--- src/design/integer_list_fold_alu_assert.svh ---
// Assertion macros for the integer list fold ALU.
// Included by integer_list_fold_alu.sv; expects clk and rst in scope.
`ifndef INTEGER_LIST_FOLD_ALU_ASSERT_SVH
`define INTEGER_LIST_FOLD_ALU_ASSERT_SVH
`ifndef NO_ASSERTIONS
// checked only outside reset
`define ILFA_ASSERT(name, prop) \
  name: assert property (@(posedge clk) disable iff (rst) prop) \
    else $error("ilfa assertion failed");
// checked at every edge, reset included
`define ILFA_ASSERT_ALWAYS(name, prop) \
  name: assert property (@(posedge clk) prop) \
    else $error("ilfa assertion failed");
`else
`define ILFA_ASSERT(name, prop)
`define ILFA_ASSERT_ALWAYS(name, prop)
`endif
`endif

--- src/design/ilfa_pkg.sv ---
// Package for the integer list fold ALU: state, opcode, status and
// register index types. No dependencies.
`timescale 1ns / 1ps
`default_nettype none

package ilfa_pkg;

  typedef enum logic [2:0] {
    ST_IDLE,
    ST_MUL,
    ST_DIV,
    ST_FIX,
    ST_CHECK,
    ST_EMIT
  } state_t;

  typedef enum logic [2:0] {
    OP_ADD   = 3'd0,
    OP_SUB   = 3'd1,
    OP_MUL   = 3'd2,
    OP_DIV   = 3'd3,
    OP_QUO   = 3'd4,
    OP_FLOOR = 3'd5,
    OP_REM   = 3'd6,
    OP_MOD   = 3'd7
  } op_t;

  typedef enum logic [1:0] {
    STATUS_OK       = 2'd0,
    STATUS_DIV_ZERO = 2'd1,
    STATUS_INEXACT  = 2'd2
  } status_t;

  typedef enum logic {
    REG_MIN_EXACT = 1'b0,
    REG_MAX_EXACT = 1'b1
  } reg_idx_t;

  localparam logic [31:0] MIN_EXACT_RESET = 32'h8000_0000;
  localparam logic [30:0] MAX_EXACT_RESET = 31'h7FFF_FFFF;
  localparam logic [31:0] UNIT_VALUE      = 32'd1;
  localparam logic [4:0]  STEP_LAST       = 5'd31;

endpackage

`default_nettype wire

--- src/design/integer_list_fold_alu.sv ---
// Integer list fold ALU: folds a stream of signed 32-bit words with one op.
// Uses ilfa_pkg and integer_list_fold_alu_assert.svh.
//
// Usage:
//  - Input channel (in_valid/in_ready): one word per list element with op,
//    value, first and last. first reloads the accumulator and clears status.
//  - Output channel (out_valid/out_ready): one word per element marked last,
//    carrying result and status (result reads 0 when status is not ok).
//  - APB port: min_exact at 0x0, max_exact at 0x4; write only while idle.
//  - Sequence: add, sub, loads and frozen lists go from the accept to CHECK,
//    then EMIT for a last word, and out_valid is registered from EMIT; mul and
//    divides by nonzero values first pass the shared radix-2 shift-add /
//    restoring-divide unit, one bit per cycle for 32 bits, then FIX and CHECK.
//  - Flow: one element at a time; in_ready is high only while the sequencer is idle.
//  - The output register holds a finished word, so a new element is taken
//    while the receiver stalls; the next last word waits for it to drain.
//  - Reset (synchronous): accumulator 0, status ok, range registers to
//    full int32, output channel empty.
`timescale 1ns / 1ps
`default_nettype none

module integer_list_fold_alu (
  input  wire logic        clk,
  input  wire logic        rst,
  // input channel
  input  wire logic        in_valid,
  output logic             in_ready,
  input  wire logic [2:0]  op,
  input  wire logic [31:0] value,
  input  wire logic        first,
  input  wire logic        last,
  // output channel
  output logic             out_valid,
  input  wire logic        out_ready,
  output logic [31:0]      result,
  output logic [1:0]       status,
  // config port
  input  wire logic        psel,
  input  wire logic        penable,
  input  wire logic        pwrite,
  input  wire logic [2:0]  paddr,
  input  wire logic [31:0] pwdata,
  output logic [31:0]      prdata,
  output logic             pready
);

  `include "integer_list_fold_alu_assert.svh"

  // config registers
  logic [31:0] min_exact;
  logic [30:0] max_exact;

  // fold state
  logic [31:0]             acc;
  ilfa_pkg::status_t       err;

  // sequencer
  ilfa_pkg::state_t state, state_next;
  logic [4:0]  cnt;

  // captured element
  ilfa_pkg::op_t     op_q;
  logic [31:0]       val_q;
  logic              last_q;
  logic              neg_q;

  // serial unit: hi = partial product / remainder, lo = multiplier / quotient
  logic [31:0] hi_r;
  logic [31:0] lo_r;
  logic [31:0] b_r;

  // candidate for the range check
  logic signed [63:0] cand;
  ilfa_pkg::status_t  cand_err;

  // dispatch decode at accept
  ilfa_pkg::state_t   disp_state;
  logic signed [33:0] disp_cand;
  ilfa_pkg::status_t  disp_err;
  logic signed [33:0] a34, v34;
  logic [31:0]        mag_val, mag_acc;

  // post-process
  logic signed [63:0] fix_cand;
  ilfa_pkg::status_t  fix_err;
  logic [63:0]        prod_mag;
  logic signed [33:0] q34, m34, c34, dv34;
  logic               m_nz;

  // serial step
  logic [32:0] mul_sum;
  logic [32:0] div_sh;
  logic [33:0] div_diff;

  // range check
  logic signed [63:0] lo64, hi64;
  logic               out_of_range;

  logic out_free;
  logic cfg_wr;

  // ---------------- config port ----------------
  assign pready = 1'b1;
  assign cfg_wr = psel & penable & pwrite & pready;

  always_ff @(posedge clk) begin
    if (rst) begin
      min_exact <= ilfa_pkg::MIN_EXACT_RESET;
      max_exact <= ilfa_pkg::MAX_EXACT_RESET;
    end else if (cfg_wr) begin
      unique case (ilfa_pkg::reg_idx_t'(paddr[2]))
        ilfa_pkg::REG_MIN_EXACT: min_exact <= pwdata;
        ilfa_pkg::REG_MAX_EXACT: max_exact <= pwdata[30:0];
        default: ;
      endcase
    end
  end

  always_comb begin
    unique case (ilfa_pkg::reg_idx_t'(paddr[2]))
      ilfa_pkg::REG_MIN_EXACT: prdata = min_exact;
      ilfa_pkg::REG_MAX_EXACT: prdata = {1'b0, max_exact};
      default:                 prdata = 32'd0;
    endcase
  end

  // ---------------- dispatch ----------------
  // Loads, add, sub, frozen lists and divides by zero finish here; mul and other divides go to the serial unit.
  assign a34     = {{2{acc[31]}}, acc};
  assign v34     = {{2{value[31]}}, value};
  assign mag_val = value[31] ? (~value + 32'd1) : value;
  assign mag_acc = acc[31] ? (~acc + 32'd1) : acc;

  always_comb begin
    disp_state = ilfa_pkg::ST_CHECK;
    disp_cand  = v34;
    disp_err   = ilfa_pkg::STATUS_OK;
    if (first) begin
      if (last && ilfa_pkg::op_t'(op) == ilfa_pkg::OP_SUB) begin
        disp_cand = 34'sd0 - v34;
      end else if (last && ilfa_pkg::op_t'(op) == ilfa_pkg::OP_DIV) begin
        // single-element divide: only a value of one is exact
        if (value != ilfa_pkg::UNIT_VALUE) disp_err = ilfa_pkg::STATUS_INEXACT;
      end
    end else if (err != ilfa_pkg::STATUS_OK) begin
      disp_err = err;  // list frozen: keep status
    end else begin
      case (ilfa_pkg::op_t'(op))
        ilfa_pkg::OP_ADD: disp_cand = a34 + v34;
        ilfa_pkg::OP_SUB: disp_cand = a34 - v34;
        ilfa_pkg::OP_MUL: disp_state = ilfa_pkg::ST_MUL;
        ilfa_pkg::OP_DIV: begin
          if (value == 32'd0) disp_err = ilfa_pkg::STATUS_INEXACT;
          else                disp_state = ilfa_pkg::ST_DIV;
        end
        default: begin
          if (value == 32'd0) disp_err = ilfa_pkg::STATUS_DIV_ZERO;
          else                disp_state = ilfa_pkg::ST_DIV;
        end
      endcase
    end
  end

  // ---------------- serial step ----------------
  assign mul_sum  = {1'b0, hi_r} + (lo_r[0] ? {1'b0, b_r} : 33'd0);
  assign div_sh   = {hi_r, lo_r[31]};
  assign div_diff = {1'b0, div_sh} - {2'b00, b_r};

  // ---------------- post-process ----------------
  // Signs come from the accumulator (unchanged while busy) and the divisor.
  assign prod_mag = {hi_r, lo_r};
  assign m_nz     = |hi_r;
  assign c34      = {{2{val_q[31]}}, val_q};
  assign q34      = neg_q ? (34'sd0 - $signed({2'b00, lo_r})) : $signed({2'b00, lo_r});
  assign m34      = acc[31] ? (34'sd0 - $signed({2'b00, hi_r})) : $signed({2'b00, hi_r});

  always_comb begin
    fix_err = ilfa_pkg::STATUS_OK;
    dv34    = q34;
    case (op_q)
      ilfa_pkg::OP_DIV: begin
        if (m_nz) fix_err = ilfa_pkg::STATUS_INEXACT;
      end
      ilfa_pkg::OP_FLOOR: begin
        if (m_nz && (val_q[31] != acc[31])) dv34 = q34 - 34'sd1;
      end
      ilfa_pkg::OP_REM: dv34 = m34;
      ilfa_pkg::OP_MOD: begin
        // nonzero remainder takes the divisor's sign
        if (m_nz && (acc[31] != val_q[31])) dv34 = m34 + c34;
        else                                dv34 = m34;
      end
      default: ;
    endcase
    if (op_q == ilfa_pkg::OP_MUL)
      fix_cand = neg_q ? $signed(~prod_mag + 64'd1) : $signed(prod_mag);
    else
      fix_cand = {{30{dv34[33]}}, dv34};
  end

  // ---------------- range check ----------------
  assign lo64         = {{32{min_exact[31]}}, min_exact};
  assign hi64         = {33'd0, max_exact};
  assign out_of_range = (cand < lo64) || (cand > hi64);

  // ---------------- sequencer ----------------
  assign out_free = !out_valid || out_ready;

  always_ff @(posedge clk) begin
    if (rst) state <= ilfa_pkg::ST_IDLE;
    else     state <= state_next;
  end

  always_comb begin
    state_next = state;
    in_ready   = 1'b0;
    unique case (state)
      ilfa_pkg::ST_IDLE: begin
        in_ready = 1'b1;
        if (in_valid) state_next = disp_state;
      end
      ilfa_pkg::ST_MUL,
      ilfa_pkg::ST_DIV: begin
        if (cnt == 5'd0) state_next = ilfa_pkg::ST_FIX;
      end
      ilfa_pkg::ST_FIX:   state_next = ilfa_pkg::ST_CHECK;
      ilfa_pkg::ST_CHECK: state_next = last_q ? ilfa_pkg::ST_EMIT : ilfa_pkg::ST_IDLE;
      ilfa_pkg::ST_EMIT: begin
        if (out_free) state_next = ilfa_pkg::ST_IDLE;
      end
      default: state_next = ilfa_pkg::ST_IDLE;
    endcase
  end

  // ---------------- datapath ----------------
  always_ff @(posedge clk) begin
    unique case (state)
      ilfa_pkg::ST_IDLE: begin
        if (in_valid) begin
          op_q     <= ilfa_pkg::op_t'(op);
          val_q    <= value;
          last_q   <= last;
          neg_q    <= acc[31] ^ value[31];
          cand     <= {{30{disp_cand[33]}}, disp_cand};
          cand_err <= disp_err;
          cnt      <= ilfa_pkg::STEP_LAST;
          hi_r     <= 32'd0;
          if (disp_state == ilfa_pkg::ST_MUL) begin
            lo_r <= mag_val;
            b_r  <= mag_acc;
          end else begin
            lo_r <= mag_acc;
            b_r  <= mag_val;
          end
        end
      end
      ilfa_pkg::ST_MUL: begin
        hi_r <= mul_sum[32:1];
        lo_r <= {mul_sum[0], lo_r[31:1]};
        cnt  <= cnt - 5'd1;
      end
      ilfa_pkg::ST_DIV: begin
        if (!div_diff[33]) begin
          hi_r <= div_diff[31:0];
          lo_r <= {lo_r[30:0], 1'b1};
        end else begin
          hi_r <= div_sh[31:0];
          lo_r <= {lo_r[30:0], 1'b0};
        end
        cnt <= cnt - 5'd1;
      end
      ilfa_pkg::ST_FIX: begin
        cand     <= fix_cand;
        cand_err <= fix_err;
      end
      default: ;
    endcase
  end

  // commit into the accumulator or latch the error
  always_ff @(posedge clk) begin
    if (rst) begin
      acc <= 32'd0;
      err <= ilfa_pkg::STATUS_OK;
    end else if (state == ilfa_pkg::ST_CHECK) begin
      if (cand_err != ilfa_pkg::STATUS_OK) begin
        err <= cand_err;
      end else if (out_of_range) begin
        err <= ilfa_pkg::STATUS_INEXACT;
      end else begin
        acc <= cand[31:0];
        err <= ilfa_pkg::STATUS_OK;
      end
    end
  end

  // ---------------- output register ----------------
  always_ff @(posedge clk) begin
    if (rst) begin
      out_valid <= 1'b0;
    end else if (state == ilfa_pkg::ST_EMIT && out_free) begin
      out_valid <= 1'b1;
    end else if (out_ready) begin
      out_valid <= 1'b0;
    end
  end

  always_ff @(posedge clk) begin
    if (state == ilfa_pkg::ST_EMIT && out_free) begin
      result <= (err != ilfa_pkg::STATUS_OK) ? 32'd0 : acc;
      status <= err;
    end
  end

  // ---------------- assertions ----------------
  `ILFA_ASSERT(a_err_zero_result, out_valid && (status != ilfa_pkg::STATUS_OK) |-> result == 32'd0)
  `ILFA_ASSERT(a_serial_done, (state == ilfa_pkg::ST_MUL || state == ilfa_pkg::ST_DIV) && cnt == 5'd0 |=> state == ilfa_pkg::ST_FIX)
  `ILFA_ASSERT(a_acc_hold, (state == ilfa_pkg::ST_MUL || state == ilfa_pkg::ST_DIV) |=> $stable(acc))
  `ILFA_ASSERT_ALWAYS(a_reset_empty, rst |=> !out_valid && state == ilfa_pkg::ST_IDLE)

endmodule

`default_nettype wire

--- config.mk ---
export PLATFORM = sky130hd
export DESIGN_NAME = integer_list_fold_alu
export DESIGN_NICKNAME = d
export VERILOG_FILES = /design/src/design/ilfa_pkg.sv /design/src/design/integer_list_fold_alu.sv
export VERILOG_INCLUDE_DIRS = /design/src /design/src/design
export SDC_FILE = /design/constraint.sdc
export NUM_CORES = 1
export LEC_CHECK = 0
export BUFFER_PORTS_ARGS = -buffer_cell sky130_fd_sc_hd__buf_4
export CORE_MARGIN = 2
export CORE_UTILIZATION = 55
export DETAILED_ROUTE_END_ITERATION = 7
export GPL_TIMING_DRIVEN = 1
export PLACE_DENSITY = 0.8
export SYNTH_ARGS = -nofsm -noshare
export SYNTH_HDL_FRONTEND = slang
export SYNTH_SLANG_ARGS = --single-unit
export TNS_END_PERCENT = 20
--- constraint.sdc ---
create_clock -name clk -period 8.5 [get_ports clk]
set_input_delay 1.275 -clock clk [delete_from_list [all_inputs] [get_ports clk]]
set_output_delay 1.275 -clock clk [all_outputs]
set_load 0.03 [all_outputs]
Yosys cells after proc, flatten, opt, wreduce, memory -nomap -nowiden
Cells that the tools add are included.
- add/subtract/negate cells: 13
- order comparisons: 2
- equal/unequal tests: 20
- multiplexer cells: 53
- bitwise operators: 9
- reductions and logical operators: 30
- operators by type and width (operator ; count):
    $mux 32 ; 8
    $mux 34 ; 7
    $mux 64 ; 3
    $pmux 32 s3 ; 2
    $pmux 64 s2 ; 1
    $pmux 34 s3 ; 1
    $sub 1x32->33 const A ; 3
    $pmux 34 s2 ; 1
    $add 32x32->33 ; 2
    $add 32x1->32 const B ; 2
    $add 64x1->64 const B ; 1
    $gt 64x32->1 ; 1
    $lt 64x32->1 ; 1
    $not 32->32 ; 2
    $not 64->64 ; 1
    $pmux 32 s2 ; 1
    $add 34x32->34 ; 1
    $sub 33x32->34 ; 1
    $sub 34x2->34 const B ; 1
    $sub 32x32->33 ; 1
    $logic_not 32->1 ; 1
    $ne 32x1->1 const B ; 1
    $reduce_or 32->1 ; 1
    $mux 2 ; 11
    other kinds (28) ; 72
- register bits after elaboration: 339
- input port bits: 79
- output and inout port bits: 69
- word-level logic and storage cells: 145

Logic depth before layout (Yosys ltp)
- depth in word-level cells: 9
- mapped depth: 22
- depth with buffers taken out: 19

Worst setup path after synthesis
OpenSTA, ideal clock, no wires.
- path kind: input -> register
- start: input port value[7]
- end: register cand[50] (data pin)
- setup time: 0.254 ns
- data arrival time: 5.666 ns
- data required time: 8.246 ns
- path slack: 2.580 ns
- cell stages on the path: 20
- buffers on the path: 2
- path through: buf_2 > or3_1 > nand3b_1 > or3_4 > or3_1 > or3_4 > nand2_1 > xor2_1 > ha_1 > nand3_1 > nor2_1 > a221o_1 > o31a_1 > o21ai_1 > a21oi_1 > o31ai_1 > xnor2_1 > o22ai_1 > clkbuf_1 > a21o_1
- longest elaborated chain between the ends: 6
- elaborated cells between the ends (all ways): 9
- classes of those cells: add/sub (3); mux (6)
- ends and longest elaborated chain (item ; line ; text):
    start: declaration ; integer_list_fold_alu.sv:29 ; input wire logic [31:0] value,
    $sub 32x32->33 or $add 32x32->33 (tied branches) ; integer_list_fold_alu.sv:150, integer_list_fold_alu.sv:149 ;
    $pmux 34 s2 ; integer_list_fold_alu.sv:148 ; case (ilfa_pkg::op_t'(op))
    $mux 34 ; integer_list_fold_alu.sv:145 ; end else if (err != ilfa_pkg::STATUS_OK) begin
    $mux 34 * ; integer_list_fold_alu.sv:138 ; if (first) begin
    $mux 64 * ; integer_list_fold_alu.sv:239 ; if (in_valid) begin
    $pmux 64 s2 * ; integer_list_fold_alu.sv:237 ; unique case (state)
    end signal: assignment ; integer_list_fold_alu.sv:244 ; cand <= {{30{disp_cand[33]}}, disp_cand};
    end signal: assignment ; integer_list_fold_alu.sv:273 ; cand <= fix_cand;
    end: declaration ; integer_list_fold_alu.sv:73 ; logic signed [63:0] cand;
Mark *: on every way between the ends. The rest lies on a longest branch, timed or not. The select of a mux whose other input is x is not followed.
A chain may end at the register's enable or synchronous reset.

Worst setup path after layout
- start: register hi_r[0]
- end: register cand[31] (data pin)
- longest elaborated chain between the ends: 7
- elaborated cells between the ends (all ways): 11
- classes of those cells: add/sub (2); mux (6); reduce/logical (3)
- ends and longest elaborated chain (item ; line ; text):
    start: declaration ; integer_list_fold_alu.sv:68 ; logic [31:0] hi_r;
    start signal: assignment ; integer_list_fold_alu.sv:258 ; hi_r <= mul_sum[32:1];
    start signal: assignment ; integer_list_fold_alu.sv:264 ; hi_r <= div_diff[31:0];
    start signal: assignment ; integer_list_fold_alu.sv:267 ; hi_r <= div_sh[31:0];
    $sub 1x32->33 ; integer_list_fold_alu.sv:175 ; assign m34 = acc[31] ? (34'sd0 - $signed({2'b00, hi_r})) : $signed({2'b00, hi_r});
    $mux 34 ; integer_list_fold_alu.sv:175 ;
    $add 34x32->34 ; integer_list_fold_alu.sv:190 ; if (m_nz && (acc[31] != val_q[31])) dv34 = m34 + c34;
    $mux 34 ; integer_list_fold_alu.sv:190 ;
    $pmux 34 s3 * ; integer_list_fold_alu.sv:180 ; case (op_q)
    $mux 64 * ; integer_list_fold_alu.sv:195 ; if (op_q == ilfa_pkg::OP_MUL)
    $pmux 64 s2 * ; integer_list_fold_alu.sv:237 ;
Mark *: on every way between the ends. The rest lies on a longest branch, timed or not.

==> impl_metrics.csv <==
group,metric,value,unit
drt,route.vias.total,29070,
yosys,post-synth-top-area-fraction,0.2366,
global_route,number_of_antenna_violations_at_the_first_check_in_global_routing,5,
global_route,largest_net_degree_at_the_start_of_global_routing,93,
worst_setup_path,regToRegStartpoint,"hi_r[0]",
sta,slew_headroom,0.1207,
sta,setup_viol_count_final,0,
drt,drc,0,
pwr,vdd_ir_drop_max,0.3703,mV
global_route,grt_usage,0.3541,
yosys,synth_top_area_cell,"edfxtp_1",
yosys,synth_commonest_cells,"nand2_1 (407), nor2_1 (304), a21oi_1 (278)",
clock_tree,post-cts-setup-buffer-count,0,
clock_tree,tritoncts,"yes",
worst_setup_path,path_cells,"inv_1 -> ha_1 -> nor4b_1 -> nand3_1 -> nand2_1 -> xnor2_1 -> ha_1 -> a21oi_1 -> o22ai_1 -> a2111oi_0 -> a21oi_1 -> a21oi_1 -> a21oi_1 -> a31o_2 -> xor2_1 -> a221oi_1 -> a21oi_1",
floorplanning,core_area,54030,um2
pwr,power.clock.fraction,0.151,
pwr,internal_power,5734,uW
pwr,power.sequential.fraction,0.285,
floorplanning,die-area,56820,um2
yosys,netlist_top_cells_area,"edfxtp_1 (24%), ha_1 (9.5%), dfxtp_1 (6.7%), nand2_1 (5.1%), xnor2_1 (4.8%)",
clock_tree,cts_buffer_depth,3,
worst_hold_path,worst_hold_path.endpoint,"min_exact[24]",
drt,detail_route.first_pass.iterations,7,
floorplanning,design.portCount,148,
yosys,postSynthNetCount,3963,
place,port-buffer-count,144,
yosys,synthesized_flop_and_latch_total,339,
drt,dr_vias_cell,6.633,
clock_tree,cts_made_buffers,40,
floorplanning,die_width,238.4,um
clock_tree,cts_hold_buf,0,
clock_tree,level_count_of_the_clock_h_tree,2,
drt,wl_met1,41970,um
finish,post_route_cells_drive_above_1_share,0.08770,
drt,route.met2.wl,43040,um
place,detailedPlacementHpwl,79040,um
pwr,power.total,11240,uW
pwr,power.leakage,0.01374,uW
drt,drt_iter0_markers,3776,
worst_setup_path,cell_seen_most_often_among_critical_path_stages,"a21oi_1",
worst_hold_path,holdCritStartpoint,"min_exact[24]",
worst_setup_path,cell_family_with_the_largest_share_of_critical_path_delay,"compound AO/OA/AOI/OAI gates",
pwr,power.combinational.fraction,0.564,
finish,area.growth.synth_to_final,8.785,%
drt,routed_wire_length_per_instance,23.51,um
drt,route.antenna.remaining_nets,0,
yosys,synthesized_cell_area,30210,um2
run,max-cap-violations,0,
clock_tree,ctsResizeCount,0,
finish,nNetsFinal,3966,
worst_hold_path,holdPathStages,2,
yosys,yosys.cell_types.count,102,
clock_tree,cts_root_buf,"clkbuf_16",
worst_setup_path,timing.reg2reg.worst_path_depth,17,
worst_setup_path,capture_point_of_the_worst_reg_to_reg_path,"cand[31]",
sta,timing.final.crit_share,0.7836,
global_route,global_route_wire_length_before_repair,155500,um
yosys,post_synth.cell_area_avg,8.276,um2
sta,grt_setup_unrepaired,"false",
sta,worst_clock_skew,0.03115,ns
global_route,overflow,0,
sta,maxClockFrequency,150.1,MHz
worst_setup_path,worst_setup_path_end_kind,"flop",
pwr,powerDensity,342.0,nW/um2
pwr,power.share.switching,0.4897,
clock_tree,numClockSinks,339,
floorplanning,die_height,238.4,um
worst_setup_path,regToRegSetupSlack,1.84,ns
place,place_congestion,1.019,
worst_setup_path,cp.arrival,6.98,ns
drt,topRoutingLayerUsed,"met5",
clock_tree,clk_transition_reported_paths,0.06,ns
sta,timing.final.max_slew_violations,0,
worst_setup_path,critPathRequiredTime,8.82,ns
worst_setup_path,path_max_fanout,15,
pwr,switching_power,5504,uW
sta,post-route-min-period,6.661,ns
drt,final_routed_wirelength_across_all_metal_layers,103000,um
drt,detailroute.wirelength.met3,11640,um
finish,finalCoreUtilization,0.6083,
floorplanning,std_cell_rows,85,
floorplanning,effective_utilization_at_floorplan,0.5591,
yosys,synth_most_common_cell,"nand2_1",
worst_setup_path,worst-path-buf-inv,1,
sta,worstMarginPinSlew,1.286,ns
worst_setup_path,setup.worst_path.class,"reg2reg",
sta,timing.setup.tns,0,ns
yosys,synth_enable_flop_cells,238,
yosys,ys_seq_area_frac,0.3035,
clock_tree,source_to_sink_clock_delay_at_the_later_pin_of_the_worst_skew_pair,0.61,ns
worst_setup_path,timing.critical_path.slowest_stage_cell,"a2111oi_0",
worst_hold_path,hp-class,"reg2reg",
global_route,first_global_vias,26550,
yosys,yosys_warnings,0,
worst_setup_path,critical_path.max_stage_delay,0.78,ns
yosys,synthCells,3650,
yosys,async_reset_ff_frac,0,
status,run_status,"finished clean",
sta,final_hold_viol_count,0,
yosys,yosys_most_used_dff,"edfxtp_1",
worst_setup_path,worst_setup_path_start_kind,"flop",
flip-flops by register name (all words and copies together) (netlist names), 31 cells and up:
signal	cells
max_exact	31
cand	64
val_q	32
acc	32
lo_r	32
b_r	32
hi_r	32
result	32
min_exact	32
routing by layer:
metal  GRT usage  up-vias
li1            -    13430
met5           0        -
met2      0.5255     1654
met1      0.4867    13680
met3     0.06872      291
met4      0.1898        8
stage by stage:
stage / instance area (um2) / std cells / worst slack, ns / hold WS, ns
after floorplan: 30210 / 3650 / 2.580 / 0.4363
after global placement: 31620 / 4307 / 2.034 / 0.4419
after detailed placement: 31620 / 4307 / 2.024 / 0.4465
after CTS: 32860 / 4379 / 2.156 / 0.4547
after global routing: 32860 / 4379 / 1.445 / 0.4671
final: 32860 / 4382 / 1.839 / 0.4558
cell families (layout without fill, tap and decap cells):
family / Yosys count / count (layout) / share of synthesized area
buffers and inverters: 373 / 406 / 0.04817
XOR/XNOR: 317 / 317 / 0.09265
flip-flops: 339 / 339 / 0.3035
AO/OA/AOI/OAI: 1105 / 1105 / 0.2386
other: 1 / 4 / 0.0001241
adder cells (fa/ha/maj): 234 / 234 / 0.09791
multiplexers: 73 / 73 / 0.02431
AND/OR/NAND/NOR: 1208 / 1208 / 0.1947
tightest hold or removal path, delay by kind of cell, from the launching register on:
| family | cells | cell delay [ns] |
|---|---|---|
| compound gates | 1 | 0.05 |
| flops | 1 | 0.31 |
| simple gates | 1 | 0.05 |
area by class of cell:
| class | count | area (um2) |
|---|---|---|
| Clock inverter | 20 | 163.9 |
| Antenna cell | 3 | 7.507 |
| Inverter | 151 | 566.8 |
| Tap cell | 696 | 870.8 |
| Fill cell | 4831 | 21160 |
| Clock buffer | 52 | 1076 |
| Timing Repair Buffer | 183 | 1374 |
| Multi-Input combinational cell | 2938 | 19630 |
| Sequential cell | 339 | 9170 |
power groups by stage:
stage	Sequential [uW]	Combinational, uW	Clock (uW)
2_1_floorplan	2770	4810	0
3_3_place_gp	3190	6030	0
3_5_place_dp	3200	6140	0
4_1_cts	3170	6180	1700
5_1_grt	3240	6890	1770
6_report	3200	6340	1690
cells in the final DEF, fill, tap and decap left out, types with 15 or more instances in the layout:
| master | count |
|---|---|
| ha_1 | 230 |
| inv_1 | 148 |
| a31oi_1 | 38 |
| nor3_1 | 68 |
| a211oi_1 | 40 |
| o21a_1 | 35 |
| o22ai_1 | 42 |
| o31ai_1 | 39 |
| nor2_1 | 301 |
| a21o_1 | 103 |
| edfxtp_1 | 238 |
| and3_1 | 24 |
| nand2b_1 | 49 |
| o221ai_1 | 15 |
| o21bai_1 | 26 |
| a2111oi_0 | 20 |
| dfxtp_1 | 100 |
| nor4_1 | 43 |
| a22oi_1 | 33 |
| nand4_1 | 36 |
| xor2_1 | 147 |
| nand3_1 | 69 |
| or2_2 | 17 |
| o21ai_0 | 232 |
| and2_1 | 50 |
| o41ai_1 | 18 |
| clkbuf_16 | 40 |
| buf_4 | 183 |
| or4_1 | 17 |
| o211ai_1 | 59 |
| xnor2_1 | 167 |
| mux2i_1 | 70 |
| or3_1 | 38 |
| nor2b_1 | 17 |
| nand2_1 | 405 |
| a21oi_1 | 278 |
worst max-delay path by stage:
| stage | start | endpoint | slack, ns | cells past startpoint |
|---|---|---|---|---|
| after floorplan | value[7] | cand[50] | 2.58 | 20 |
| after global placement | value[8] | cand[57] | 2.03 | 20 |
| after detailed placement | value[8] | cand[45] | 2.02 | 20 |
| after CTS | hi_r[0] | cand[60] | 2.16 | 17 |
| after global routing | hi_r[0] | cand[58] | 1.44 | 17 |
| final | hi_r[0] | cand[31] | 1.84 | 17 |
Note: power is estimated with default switching activity, not from simulation.
